### config.mk
export PLATFORM = sky130hd
export DESIGN_NAME = bfr_queue
export DESIGN_NICKNAME = d
export VERILOG_FILES = /design/src/rtl/bfr_queue.sv
export SDC_FILE = /design/constraint.sdc
export NUM_CORES = 1
export LEC_CHECK = 0
export ABC_AREA = 1
export BUFFER_PORTS_ARGS = -buffer_cell sky130_fd_sc_hd__buf_2
export CAP_MARGIN = 5
export CORE_ASPECT_RATIO = 2
export CORE_MARGIN = 10
export CORE_UTILIZATION = 59
export CTS_BUF_LIST = sky130_fd_sc_hd__clkbuf_4 sky130_fd_sc_hd__clkbuf_8
export DETAILED_ROUTE_END_ITERATION = 6
export GPL_ROUTABILITY_DRIVEN = 0
export MAX_ROUTING_LAYER = met4
export PLACE_DENSITY = 0.84
export SLEW_MARGIN = 20
export SYNTH_ARGS = -nofsm -noshare
export SYNTH_HDL_FRONTEND = slang
export SYNTH_SLANG_ARGS = --single-unit
### constraint.sdc
create_clock -name i_clk -period 3.7 [get_ports i_clk]
set_input_delay 0.185 -clock i_clk [delete_from_list [all_inputs] [get_ports i_clk]]
set_output_delay 0.185 -clock i_clk [all_outputs]
set_load 0.005 [all_outputs]
### src/rtl/bfr_queue.sv
// Short register FIFO that decouples the front from the back.
`default_nettype none

module bfr_queue #(
    parameter int DATA_W = 48,
    parameter int DEPTH  = 4,
    localparam int PW    = (DEPTH > 1) ? $clog2(DEPTH) : 1,
    localparam int CNT_W = $clog2(DEPTH + 1)
) (
    input  wire logic              i_clk,
    input  wire logic              i_rst_n,
    input  wire logic              i_push,
    input  wire logic [DATA_W-1:0] i_data,
    output logic                   o_full,
    input  wire logic              i_pop,
    output logic                   o_valid,
    output logic      [DATA_W-1:0] o_data
);

    logic [DATA_W-1:0] r_mem [DEPTH];
    logic [PW-1:0]     r_wr_ptr, n_wr_ptr;
    logic [PW-1:0]     r_rd_ptr, n_rd_ptr;
    logic [CNT_W-1:0]  r_count, n_count;
    logic              do_push, do_pop;

    assign o_full  = (r_count == CNT_W'(DEPTH));
    assign o_valid = (r_count != '0);
    assign o_data  = r_mem[r_rd_ptr];

    assign do_push = i_push && !o_full;
    assign do_pop  = i_pop && o_valid;

    // Pointer and fill-level update
    always_comb begin
        n_wr_ptr = r_wr_ptr;
        n_rd_ptr = r_rd_ptr;
        n_count  = r_count;
        if (do_push) begin
            n_wr_ptr = (r_wr_ptr == PW'(DEPTH - 1)) ? '0 : r_wr_ptr + PW'(1);
        end
        if (do_pop) begin
            n_rd_ptr = (r_rd_ptr == PW'(DEPTH - 1)) ? '0 : r_rd_ptr + PW'(1);
        end
        if (do_push && !do_pop) begin
            n_count = r_count + CNT_W'(1);
        end else if (do_pop && !do_push) begin
            n_count = r_count - CNT_W'(1);
        end
    end

    always_ff @(posedge i_clk) begin
        if (!i_rst_n) begin
            r_wr_ptr <= '0;
            r_rd_ptr <= '0;
            r_count  <= '0;
        end else begin
            r_wr_ptr <= n_wr_ptr;
            r_rd_ptr <= n_rd_ptr;
            r_count  <= n_count;
        end
    end

    // Storage
    always_ff @(posedge i_clk) begin
        if (do_push) begin
            r_mem[r_wr_ptr] <= i_data;
        end
    end

endmodule

`default_nettype wire

==> impl_metrics.csv <==
group,metric,value,unit
outcome,status,"complete, no violations",
worst_setup_path,end_kind,"primary output",
logic_synthesis,ys_warn_count,0,
global_routing,grt_max_degree,98,
clocking,cts.path.max_buffers,3,
clocking,post_cts_resized,0,
drt,drt-initial-drc-count,352,
drt,vias,4925,
floorplan,num_rows,58,
drt,wire_per_inst,19.9,um
clocking,path_clk_slew,0.07,ns
drt,drt-vias-per-instance,5.71,
logic_synthesis,syn_inst,536,
floorplan,coreArea,0.0127,mm^2
power,leakage,3.32,nW
sta,drv_slew,0,
sta,finalHoldViolCount,0,
clocking,post-cts-setup-buffer-count,0,
flow_run,cap_violations,0,
global_routing,grt_use_met1,0.195,
final_layout,area_delta_synth_final,20.5,%
global_routing,grt_antenna_before_repair,2,
floorplan,ios,102,
global_routing,grt_pass1_vias,5204,
final_layout,final_common_cell,"edfxtp_1",
power,p_per_area,659,mW/mm^2
sta,finalSetupTns,0,ns
floorplan,initial_core_util,0.604,
placement,dpl.hpwl,10100,um
worst_setup_path,path_class,"flip-flop to primary output",
sta,period_share,0.771,
clocking,postCtsHoldBufs,51,
final_layout,final_cell_mix,"edfxtp_1, buf_2, nor2_1",
final_layout,num-fill-cells,742,
sta,skew,0.0118,ns
logic_synthesis,yosysSeqAreaShare,0.775,
clocking,cts_tree,"done",
worst_setup_path,crit_required,3.51,ns
drt,wl,17200,um
placement,port_buffers,101,
global_routing,grt.met2_usage,0.322,
final_layout,drive_gt1_frac,0.230,
drt,route.antenna.remaining_nets,0,
sta,fmax,0.351,GHz
clocking,root_buffer,"clkbuf_8",
power,peakVddDrop,504,uV
logic_synthesis,ys_ff_latch,201,
worst_setup_path,cp_max_fo,97,
logic_synthesis,yosysUniqueCellTypes,24,
drt,first_pass_iters,5,
hold_path,hp-class,"input port to flip-flop",
logic_synthesis,mappedNetlistArea,0.00767,mm^2
clocking,cts_buffers,25,
sta,setup_viol,0,
final_layout,final_nets,750,
sta,worst_pin_slew,0.966,ns
logic_synthesis,syn_area_per_cell,14.3,um^2
global_routing,grt.busiest_layer,"met2",
global_routing,use_met3,0.0264,
drt,drc_errors,0,
logic_synthesis,synth_edf_count,192,
floorplan,dieArea,0.0182,mm^2
clocking,clk_latency,0.52,ns
global_routing,grt_pass1_wl,26200,um
global_routing,grt_overflow,0,
logic_synthesis,synth_flop_cell,"edfxtp_1",
floorplan,die_h,181,um
power,p_total,6.09,mW
clocking,clock-sinks,201,
sta,slew_headroom,0.354,
logic_synthesis,synth_fp_nets,595,
clocking,h-tree-depth,1,
global_routing,grt_usage,0.187,
worst_setup_path,worstSetupStartpointType,"flip-flop",
floorplan,dieWidth,101,um
sta,finalWorstPathRequiredPeriod,2.85,ns
logic_synthesis,async_flop_share,0,
sta,rsz0062_at_grt,"false",
worst_setup_path,crit_arrival,2.67,ns
==> power breakdown <==
group          internal, mW  switching, mW
Sequential             2.78          0.219
Combinational         0.579          0.931
Clock                 0.798          0.789
==> cells by family after synthesis <==
logic type	share of synthesized area
and+or+nand+nor	0.0683
DFF	0.775
AOI/OAI and AO/OA	0.104
adders and majority gates	0.0124
buffers and inverters	0.0398
==> registers in the layout, summed over array words and instances, names as in the netlist, named ones only <==
signal / cells
r_mem: 192
r_count: 3
r_rd_ptr: 2
r_wr_ptr: 2
==> Yosys cell counts, drive strengths merged (2+ instances only) <==
cell type,number,area (um^2)
edfxtp,192,5770
nor2,113,449
o21ai,98,490
o22ai,48,300
buf,21,185
inv,18,72.6
nand2,15,56.3
clkbuf,10,47.5
dfxtp,9,180
ha,6,75.1
a21oi,2,10.0
==> worst max-delay path, cell delays in order, from the launching register on <==
cell and delay, ns:
dfxtp_4 0.95, inv_6 0.46, o21ai_0 0.37, o22ai_1 0.13, buf_2 0.15
==> cell type report <==
| type | count | area [um^2] | area share |
|---|---|---|---|
| flip-flops and latches | 201 | 5950 | 0.644 |
| multi-input cells | 286 | 1450 | 0.157 |
| inverters | 18 | 72.6 | 0.00785 |
| clock inverters | 20 | 156 | 0.0169 |
| clock buffers | 26 | 352 | 0.0380 |
| well taps | 150 | 188 | 0.0203 |
| repair buffers | 159 | 1070 | 0.116 |
| diodes | 2 | 5.00 | 0.000541 |
==> per-stage QoR <==
stage	cell area (um^2)	util	worst slack (ns)	hold slack, ns	std cells
detailed placement	8220	0.647	1.36	0.401	763
global placement	8220	0.647	1.43	0.395	763
CTS	9240	0.727	0.868	0.0654	860
floorplan	7670	-	0.554	0.284	536
finish	9240	0.728	0.848	0.0980	862
global route	9240	0.728	0.661	0.145	862
==> routing by layer <==
| layer | part of all wire | up-vias |
|---|---|---|
| met5 | 0 | - |
| met4 | 0.042 | 0 |
| met3 | 0.059 | 59 |
| met2 | 0.56 | 222 |
| met1 | 0.34 | 2353 |
| li1 | - | 2291 |
==> final timing paths <==
path,start,endpoint,slack [ns],cells after the start
setup / recovery,flip-flop,o_data[24],0.85,4
hold / removal,i_pop,flip-flop,0.1,4
setup reg to reg,r_count[0],r_mem[0][40],1.30,5
hold reg to reg,r_count[1],r_count[1],0.53,2
Note: power is estimated with default switching activity, not from simulation.
