<file path="src/rtl/bfr_pkg.sv">
// Shared types, constants and helpers of the 3x3 RGB box filter.
`default_nettype none

package bfr_pkg;

    // Geometry defaults and field widths
    localparam int DEF_MAX_WIDTH = 1024;
    localparam int CH_W          = 8;
    localparam int WIDTH_W       = 11;
    localparam int HEIGHT_W      = 16;
    localparam int IN_ROW_W      = HEIGHT_W + 1;
    localparam int WIDTH_RESET   = 1024;
    localparam int HEIGHT_RESET  = 480;

    // Configuration port
    localparam int CFG_IDX_W  = 2;
    localparam int CFG_DATA_W = 16;
    localparam logic [CFG_IDX_W-1:0] CFG_IMAGE_WIDTH  = 2'd0;
    localparam logic [CFG_IDX_W-1:0] CFG_IMAGE_HEIGHT = 2'd1;

    // Operation codes of an input beat
    localparam logic OP_PIXEL = 1'b0;
    localparam logic OP_DRAIN = 1'b1;

    // Queue between front and back
    localparam int QUEUE_DEPTH = 4;

    // Nine 8-bit taps sum to at most 2295: 12 bits.
    // s / 9 == (s * 3641) >> 15 exactly for s < 2^15.
    localparam int SUM_W = 12;
    localparam logic [SUM_W-1:0] DIV9_RECIP = 12'd3641;
    localparam int DIV9_SHIFT = 15;

    typedef struct packed {
        logic [CH_W-1:0] red;
        logic [CH_W-1:0] green;
        logic [CH_W-1:0] blue;
    } t_pix;

    // Per-item work tag from front to back
    typedef struct packed {
        logic emit;    // item produces an output pixel
        logic last;    // that output closes the frame
        logic top;     // output on first row: drop upper window row
        logic bottom;  // output on last row: drop lower window row
        logic left;    // output on first column: drop left window column
        logic right;   // output on last column: drop right window column
    } t_tag;

    function automatic logic [CH_W-1:0] div_by_9(input logic [SUM_W-1:0] s);
        logic [2*SUM_W-1:0] p;
        p = (2*SUM_W)'(s) * (2*SUM_W)'(DIV9_RECIP);
        return p[DIV9_SHIFT +: CH_W];
    endfunction

endpackage

`default_nettype wire

</file>
<file path="src/rtl/bfr_in_if.sv">
// Input pixel channel: valid/ready handshake with the pixel payload.
`default_nettype none

interface bfr_in_if import bfr_pkg::*; ();
    logic            valid;
    logic            ready;
    logic            operation;
    logic [CH_W-1:0] red_in;
    logic [CH_W-1:0] green_in;
    logic [CH_W-1:0] blue_in;

    modport source (output valid, operation, red_in, green_in, blue_in, input ready);
    modport sink   (input valid, operation, red_in, green_in, blue_in, output ready);
endinterface

`default_nettype wire

</file>
<file path="src/rtl/bfr_front.sv">
// Front end: takes input beats, tracks stream and output positions, classifies items.
`default_nettype none

module bfr_front import bfr_pkg::*; #(
    parameter int MAX_WIDTH = DEF_MAX_WIDTH,
    localparam int CW       = $clog2(MAX_WIDTH)
) (
    input  wire logic                  i_clk,
    input  wire logic                  i_rst_n,
    bfr_in_if.sink                     i_in_beat,
    input  wire logic                  i_cfg_we,
    input  wire logic [CFG_IDX_W-1:0]  i_cfg_idx,
    input  wire logic [CFG_DATA_W-1:0] i_cfg_data,
    input  wire logic                  i_q_full,
    output logic                       o_push,
    output logic      [CW-1:0]         o_col,
    output t_tag                       o_tag,
    output t_pix                       o_pix
);

    // Last column index of the frame, width clamped to [2, MAX_WIDTH]
    function automatic logic [CW-1:0] clamp_last_col(input logic [WIDTH_W-1:0] v);
        logic [CW-1:0] lc;
        if (v < WIDTH_W'(2)) begin
            lc = CW'(1);
        end else if (32'(v) > MAX_WIDTH) begin
            lc = CW'(MAX_WIDTH - 1);
        end else begin
            lc = CW'(v - WIDTH_W'(1));
        end
        return lc;
    endfunction

    // Last row index of the frame, height clamped to at least 2
    function automatic logic [HEIGHT_W-1:0] clamp_last_row(input logic [HEIGHT_W-1:0] v);
        logic [HEIGHT_W-1:0] lr;
        if (v < HEIGHT_W'(2)) begin
            lr = HEIGHT_W'(1);
        end else begin
            lr = v - HEIGHT_W'(1);
        end
        return lr;
    endfunction

    logic [CW-1:0]       r_last_col, n_last_col;
    logic [HEIGHT_W-1:0] r_last_row, n_last_row;
    logic [CW-1:0]       r_in_col, n_in_col;
    logic [IN_ROW_W-1:0] r_in_row, n_in_row;
    logic [CW-1:0]       r_out_col, n_out_col;
    logic [HEIGHT_W-1:0] r_out_row, n_out_row;

    logic accept, is_drain, in_done, work, emit, last, cfg_hit;

    assign i_in_beat.ready = !i_q_full;
    assign accept   = i_in_beat.valid && !i_q_full;
    assign is_drain = (i_in_beat.operation == OP_DRAIN);
    assign in_done  = (r_in_row > {1'b0, r_last_row});

    // Early drains and excess pixels are taken but dropped
    assign work = accept && (is_drain == in_done);
    assign emit = (r_in_row >= IN_ROW_W'(2))
               || ((r_in_row == IN_ROW_W'(1)) && (r_in_col != '0));
    assign last = (r_out_row == r_last_row) && (r_out_col == r_last_col);

    // Work item to the back
    assign o_push       = work;
    assign o_col        = r_in_col;
    assign o_tag.emit   = emit;
    assign o_tag.last   = emit && last;
    assign o_tag.top    = (r_out_row == '0);
    assign o_tag.bottom = (r_out_row == r_last_row);
    assign o_tag.left   = (r_out_col == '0);
    assign o_tag.right  = (r_out_col == r_last_col);
    assign o_pix        = is_drain ? '0
                        : {i_in_beat.red_in, i_in_beat.green_in, i_in_beat.blue_in};

    assign cfg_hit = i_cfg_we
                  && ((i_cfg_idx == CFG_IMAGE_WIDTH) || (i_cfg_idx == CFG_IMAGE_HEIGHT));

    // Position counters and register writes
    always_comb begin
        n_last_col = r_last_col;
        n_last_row = r_last_row;
        n_in_col   = r_in_col;
        n_in_row   = r_in_row;
        n_out_col  = r_out_col;
        n_out_row  = r_out_row;
        if (cfg_hit) begin
            if (i_cfg_idx == CFG_IMAGE_WIDTH) begin
                n_last_col = clamp_last_col(i_cfg_data[WIDTH_W-1:0]);
            end else begin
                n_last_row = clamp_last_row(i_cfg_data[HEIGHT_W-1:0]);
            end
            n_in_col  = '0;
            n_in_row  = '0;
            n_out_col = '0;
            n_out_row = '0;
        end else if (work) begin
            if (r_in_col == r_last_col) begin
                n_in_col = '0;
                n_in_row = r_in_row + IN_ROW_W'(1);
            end else begin
                n_in_col = r_in_col + CW'(1);
            end
            if (emit) begin
                if (last) begin
                    // Frame complete: everything restarts at the origin
                    n_in_col  = '0;
                    n_in_row  = '0;
                    n_out_col = '0;
                    n_out_row = '0;
                end else if (r_out_col == r_last_col) begin
                    n_out_col = '0;
                    n_out_row = r_out_row + HEIGHT_W'(1);
                end else begin
                    n_out_col = r_out_col + CW'(1);
                end
            end
        end
    end

    always_ff @(posedge i_clk) begin
        if (!i_rst_n) begin
            r_last_col <= clamp_last_col(WIDTH_W'(WIDTH_RESET));
            r_last_row <= clamp_last_row(HEIGHT_W'(HEIGHT_RESET));
            r_in_col   <= '0;
            r_in_row   <= '0;
            r_out_col  <= '0;
            r_out_row  <= '0;
        end else begin
            r_last_col <= n_last_col;
            r_last_row <= n_last_row;
            r_in_col   <= n_in_col;
            r_in_row   <= n_in_row;
            r_out_col  <= n_out_col;
            r_out_row  <= n_out_row;
        end
    end

endmodule

`default_nettype wire

</file>
<file path="src/flat_wrapper.sv">
// flat-port wrapper written by rule: the top's interface ports become plain ports
module bfr_front_flat import bfr_pkg::*;
#(
    parameter int MAX_WIDTH = DEF_MAX_WIDTH,
    localparam int CW       = $clog2(MAX_WIDTH)
)
  (i_clk, i_rst_n, i_cfg_we, i_cfg_idx, i_cfg_data, i_q_full, o_push, o_col, o_tag, o_pix, i_in_beat_valid, i_in_beat_operation, i_in_beat_red_in, i_in_beat_green_in, i_in_beat_blue_in, i_in_beat_ready);
  bfr_in_if i_in_beat_i ();
  input  wire logic i_clk;
  input  wire logic i_rst_n;
  input  wire logic i_cfg_we;
  input  wire logic [CFG_IDX_W-1:0] i_cfg_idx;
  input  wire logic [CFG_DATA_W-1:0] i_cfg_data;
  input  wire logic i_q_full;
  output logic o_push;
  output logic      [CW-1:0] o_col;
  output t_tag o_tag;
  output t_pix o_pix;
  input wire logic [$bits(i_in_beat_i.valid)-1:0] i_in_beat_valid;
  input wire logic [$bits(i_in_beat_i.operation)-1:0] i_in_beat_operation;
  input wire logic [$bits(i_in_beat_i.red_in)-1:0] i_in_beat_red_in;
  input wire logic [$bits(i_in_beat_i.green_in)-1:0] i_in_beat_green_in;
  input wire logic [$bits(i_in_beat_i.blue_in)-1:0] i_in_beat_blue_in;
  output wire logic [$bits(i_in_beat_i.ready)-1:0] i_in_beat_ready;
  assign i_in_beat_i.valid = i_in_beat_valid;
  assign i_in_beat_i.operation = i_in_beat_operation;
  assign i_in_beat_i.red_in = i_in_beat_red_in;
  assign i_in_beat_i.green_in = i_in_beat_green_in;
  assign i_in_beat_i.blue_in = i_in_beat_blue_in;
  assign i_in_beat_ready = i_in_beat_i.ready;
  bfr_front #(.MAX_WIDTH(MAX_WIDTH)) u_core (.i_clk(i_clk), .i_rst_n(i_rst_n), .i_in_beat(i_in_beat_i), .i_cfg_we(i_cfg_we), .i_cfg_idx(i_cfg_idx), .i_cfg_data(i_cfg_data), .i_q_full(i_q_full), .o_push(o_push), .o_col(o_col), .o_tag(o_tag), .o_pix(o_pix));
endmodule
</file>
<file path="config.mk">
export PLATFORM = sky130hd
export DESIGN_NAME = bfr_front_flat
export DESIGN_NICKNAME = d
export VERILOG_FILES = /design/src/rtl/bfr_pkg.sv /design/src/rtl/bfr_in_if.sv /design/src/rtl/bfr_front.sv /design/src/flat_wrapper.sv
export SDC_FILE = /design/constraint.sdc
export NUM_CORES = 1
export LEC_CHECK = 0
export ABC_AREA = 1
export BUFFER_PORTS_ARGS = -buffer_cell sky130_fd_sc_hd__buf_2
export CAP_MARGIN = 10
export CORE_MARGIN = 4
export CORE_UTILIZATION = 50
export DETAILED_ROUTE_END_ITERATION = 8
export PLACE_DENSITY = 0.71
export RECOVER_POWER = 25
export SLEW_MARGIN = 20
export SYNTH_ARGS = -nofsm -noshare
export SYNTH_HDL_FRONTEND = slang
export SYNTH_SLANG_ARGS = --single-unit
</file>
<file path="constraint.sdc">
create_clock -name i_clk -period 2.5 [get_ports i_clk]
set_input_delay 0.5 -clock i_clk [delete_from_list [all_inputs] [get_ports i_clk]]
set_output_delay 0.5 -clock i_clk [all_outputs]
set_load 0.02 [all_outputs]
</file>
==> results.sh <==
export IMPL_status="complete, no violations"
export IMPL_grt_usage_pct=23.28
export IMPL_syn_nets=1067
export IMPL_setup_viol=0
export IMPL_min_period_over_period_pct=99.63
export IMPL_synth_top_flop_cell="dfxtp_1"
export IMPL_grt_max_degree=33
export IMPL_synth_xor_area_share_pct=8.173
export IMPL_synth_area_top_cells="dfxtp_1 (26%), nand2_1 (17%), nor2_1 (13%)"
export IMPL_rsz0062_at_grt="yes"
export IMPL_vdd_drop_max_mv=0.3657
export IMPL_hold_viol=0
export IMPL_fin_cells=1253
export IMPL_ff2ff_path_depth=19
export IMPL_hp_start="u_core.r_last_row[15]"
export IMPL_start_util_pct=51.89
export IMPL_power_static_leakage_nw=3.609
export IMPL_finClkSkew_ps=5.335
export IMPL_drtAntennaViolNets=0
export IMPL_multi_input_area_mm2=0.004000
export IMPL_r2r_end="u_core.r_out_row[4]"
export IMPL_grt_pass1_vias=5730
export IMPL_r2r_setup_slack_ps=220
export IMPL_first_pass_iters=5
export IMPL_clkTransAtPathRegs_ps=70
export IMPL_drv_slew=0
export IMPL_crit_fanout=3
export IMPL_fillers=1066
export IMPL_coreArea_mm2=0.01156
export IMPL_pre_cts_slack_ps=270.4
export IMPL_yosys_area_share_simple_pct=39.82
export IMPL_start_kind="flop"
export IMPL_min_path_cells=2
export IMPL_cts_htree_levels=3
export IMPL_place_congestion=0.9153
export IMPL_synth_area_mm2=0.006001
export IMPL_drt_iter0_drc=400
export IMPL_pwr_density_cell_mw_per_mm2=468.4
export IMPL_synth_top_cell_area_share_pct=26.36
export IMPL_vias_per_cell=5.051
export IMPL_critical_path_class="reg2out"
export IMPL_grt_pass1_wl_um=27030
export IMPL_crit_slowest_cell="dfxtp_2"
export IMPL_cp_data_arrival_time_ps=1990
export IMPL_cts_tree="done"
export IMPL_seq_area_mm2=0.001610
export IMPL_fin_nets=1179
export IMPL_synthMuxAreaShare_pct=0
export IMPL_crit_chain="inv_2 > ha_4 > nand2_4 > nor2_4 > inv_1 > nor3_2 > nand2_1 > nand2_2 > nand2_2 > nand2_2 > nand3_2 > inv_2 > buf_6"
export IMPL_fmax_mhz=401.5
export IMPL_required_ps=2000
export IMPL_clock_tree_root_cell="clkbuf_16"
export IMPL_synth_top_family_by_area="simple AND/OR/NAND/NOR gates"
export IMPL_ys_ff_latch=79
export IMPL_synth_compound_area_share_pct=9.008
export IMPL_antenna_found_initial=0
export IMPL_worst_pin_slew_ps=446.2
export IMPL_grt_overflow_total=0
export IMPL_die_area_mm2=0.01382
export IMPL_rows=39
export IMPL_io_buffers=89
export IMPL_ctsLongestPathBuffers=2
export IMPL_dp_hpwl_um=12210
export IMPL_dieHeight_um=117.6
export IMPL_max_cap_violations=0
export IMPL_cp_common_cell="nand2_2"
export IMPL_clk_latency_ps=350
export IMPL_cts_sinks=79
export IMPL_chipWidth_um=117.6
export IMPL_period_needed_ps=2491
export IMPL_tns_ps=0
export IMPL_syn_area_per_cell_um2=6.043
export IMPL_yosys_warnings=0
export IMPL_yosys_area_top_type="dfxtp_1"
export IMPL_vias=6329
export IMPL_cts_buffers=9
export IMPL_cts_hold_buf=0
export IMPL_synthAdderAreaFrac_pct=5.421
export IMPL_fin_util_pct=63.49
export IMPL_total_power_mw=3.439
export IMPL_endpoint_kind="output port"
export IMPL_area_growth_pct=22.35
export IMPL_fin_ws_ps=9.165
export IMPL_slew_headroom_pct=70.17
export IMPL_reg2reg_from="u_core.r_last_row[12]"
export IMPL_placed_cells_incl_taps=1226
export IMPL_num_antenna_cells=0
export IMPL_slowest_delay_ps=350
export IMPL_drt_wl_total_um=16690
export IMPL_seq_area_frac_synth_pct=26.36
export IMPL_drc=0
export IMPL_yosysUniqueCellTypes=41
export IMPL_wl_per_cell_um=13.32
export IMPL_synth_edff_count=0
export IMPL_drive_above_1_share_pct=19.37
export IMPL_ys_async_sr_fraction_pct=0
export IMPL_hold_path_class="reg2reg"
export IMPL_synthCells=993
export IMPL_hold_path_end="u_core.r_last_row[15]"
export IMPL_ios=90
## per-layer routing
metal / GRT usage [%] / wire length (µm)
met3: 3.604 / 944
met2: 36.02 / 7520
met5: 0 / 0
met1: 33.24 / 7937
met4: 7.473 / 285
## area by class of cell
type / instances / share of cell area (%)
Clock buffer: 9 / 3.067
Clock inverter: 7 / 1.159
Inverter: 131 / 6.731
Multi-Input combinational cell: 753 / 54.48
Sequential cell: 79 / 21.93
Tap cell: 143 / 2.437
Timing Repair Buffer: 131 / 10.19
## power by group
group	total (mW)	switching, mW	internal (mW)
logic	0.672	0.413	0.259
registers	1.36	0.0561	1.30
clock network	1.41	0.609	0.797
## synth_stat cells (6+ instances only)
cell type and instances:
nor3_1 20, clkbuf_1 11, nor3b_1 9, ha_1 26
o221ai_1 7, inv_1 121, nand4_1 12, nand3_1 37
inv_2 8, xnor2_1 13, buf_4 6, o21ai_0 26
buf_2 7, a21oi_1 43, nand2_1 269, xor2_1 43
a22oi_1 8, dfxtp_1 79, nor2_1 210
## timing repair
item,in CTS,in global routing
pin swaps,2,18
resized for setup,7,68
endpoints found under the setup margin,1,3
setup buffers,2,9
## stage by stage
| step | area (µm²) | hold WS, ps |
|---|---|---|
| floorplan | 6001 | 458.4 |
| global placement | 6676 | 471.4 |
| detailed placement | 6676 | 476.4 |
| CTS | 7014 | 471.3 |
| global route | 7342 | 485.8 |
| finish | 7342 | 477.0 |
## flip-flops by register name, summed over array words and instances (netlist names)
signal,cells
u_core.r_out_row,16
u_core.r_last_col,10
u_core.r_last_row,16
u_core.o_col,10
u_core.r_in_row,17
u_core.r_out_col,10
## worst max path at each step
stage              to  slack, ps                  start  depth (start not counted)
2_1_floorplan  o_push        280  u_core.r_last_row[12]                         13
3_3_place_gp   o_push        280  u_core.r_last_row[12]                         13
3_5_place_dp   o_push        270  u_core.r_last_row[12]                         13
4_1_cts        o_push          3  u_core.r_last_row[14]                         13
5_1_grt        o_push        -70  u_core.r_last_row[12]                         13
6_report       o_push          9  u_core.r_last_row[12]                         13
## cell families (layout without fill, tap and decap cells)
logic type / count (synthesis) / in the layout
DFF: 79 / 79
buffers and inverters: 161 / 278
xor gates and xnor gates: 56 / 56
and+or+nand+nor: 577 / 577
adders and majority gates: 26 / 26
AOI/OAI and AO/OA: 94 / 94
## placed cells by master, fill, tap and decap left out, drive strengths merged
master     n
buf      116
nor4       3
o221ai     7
a32o       1
nor2     215
xnor2     13
nand4     13
nand2    270
o22ai      1
a2bb2oi    1
clkinv     3
ha        26
o211ai     2
nand3     39
xor2      43
clkbuf    24
a21o       1
nand3b     2
nor3b      9
a22oi      8
inv      134
dfxtp     79
o21ai     28
or2        4
a21oi     43
bufinv     1
a41oi      1
nor3      21
and3       1
o21bai     1
## worst max-delay path, delay by kind of cell (launching register included)
kind	cells	cell delay [ps]
AND/OR/NAND/NOR	8	700
flip-flops	1	350
buffers and inverters	4	320
adder cells (fa/ha/maj)	1	280
Power figures use the tool's default switching activity.
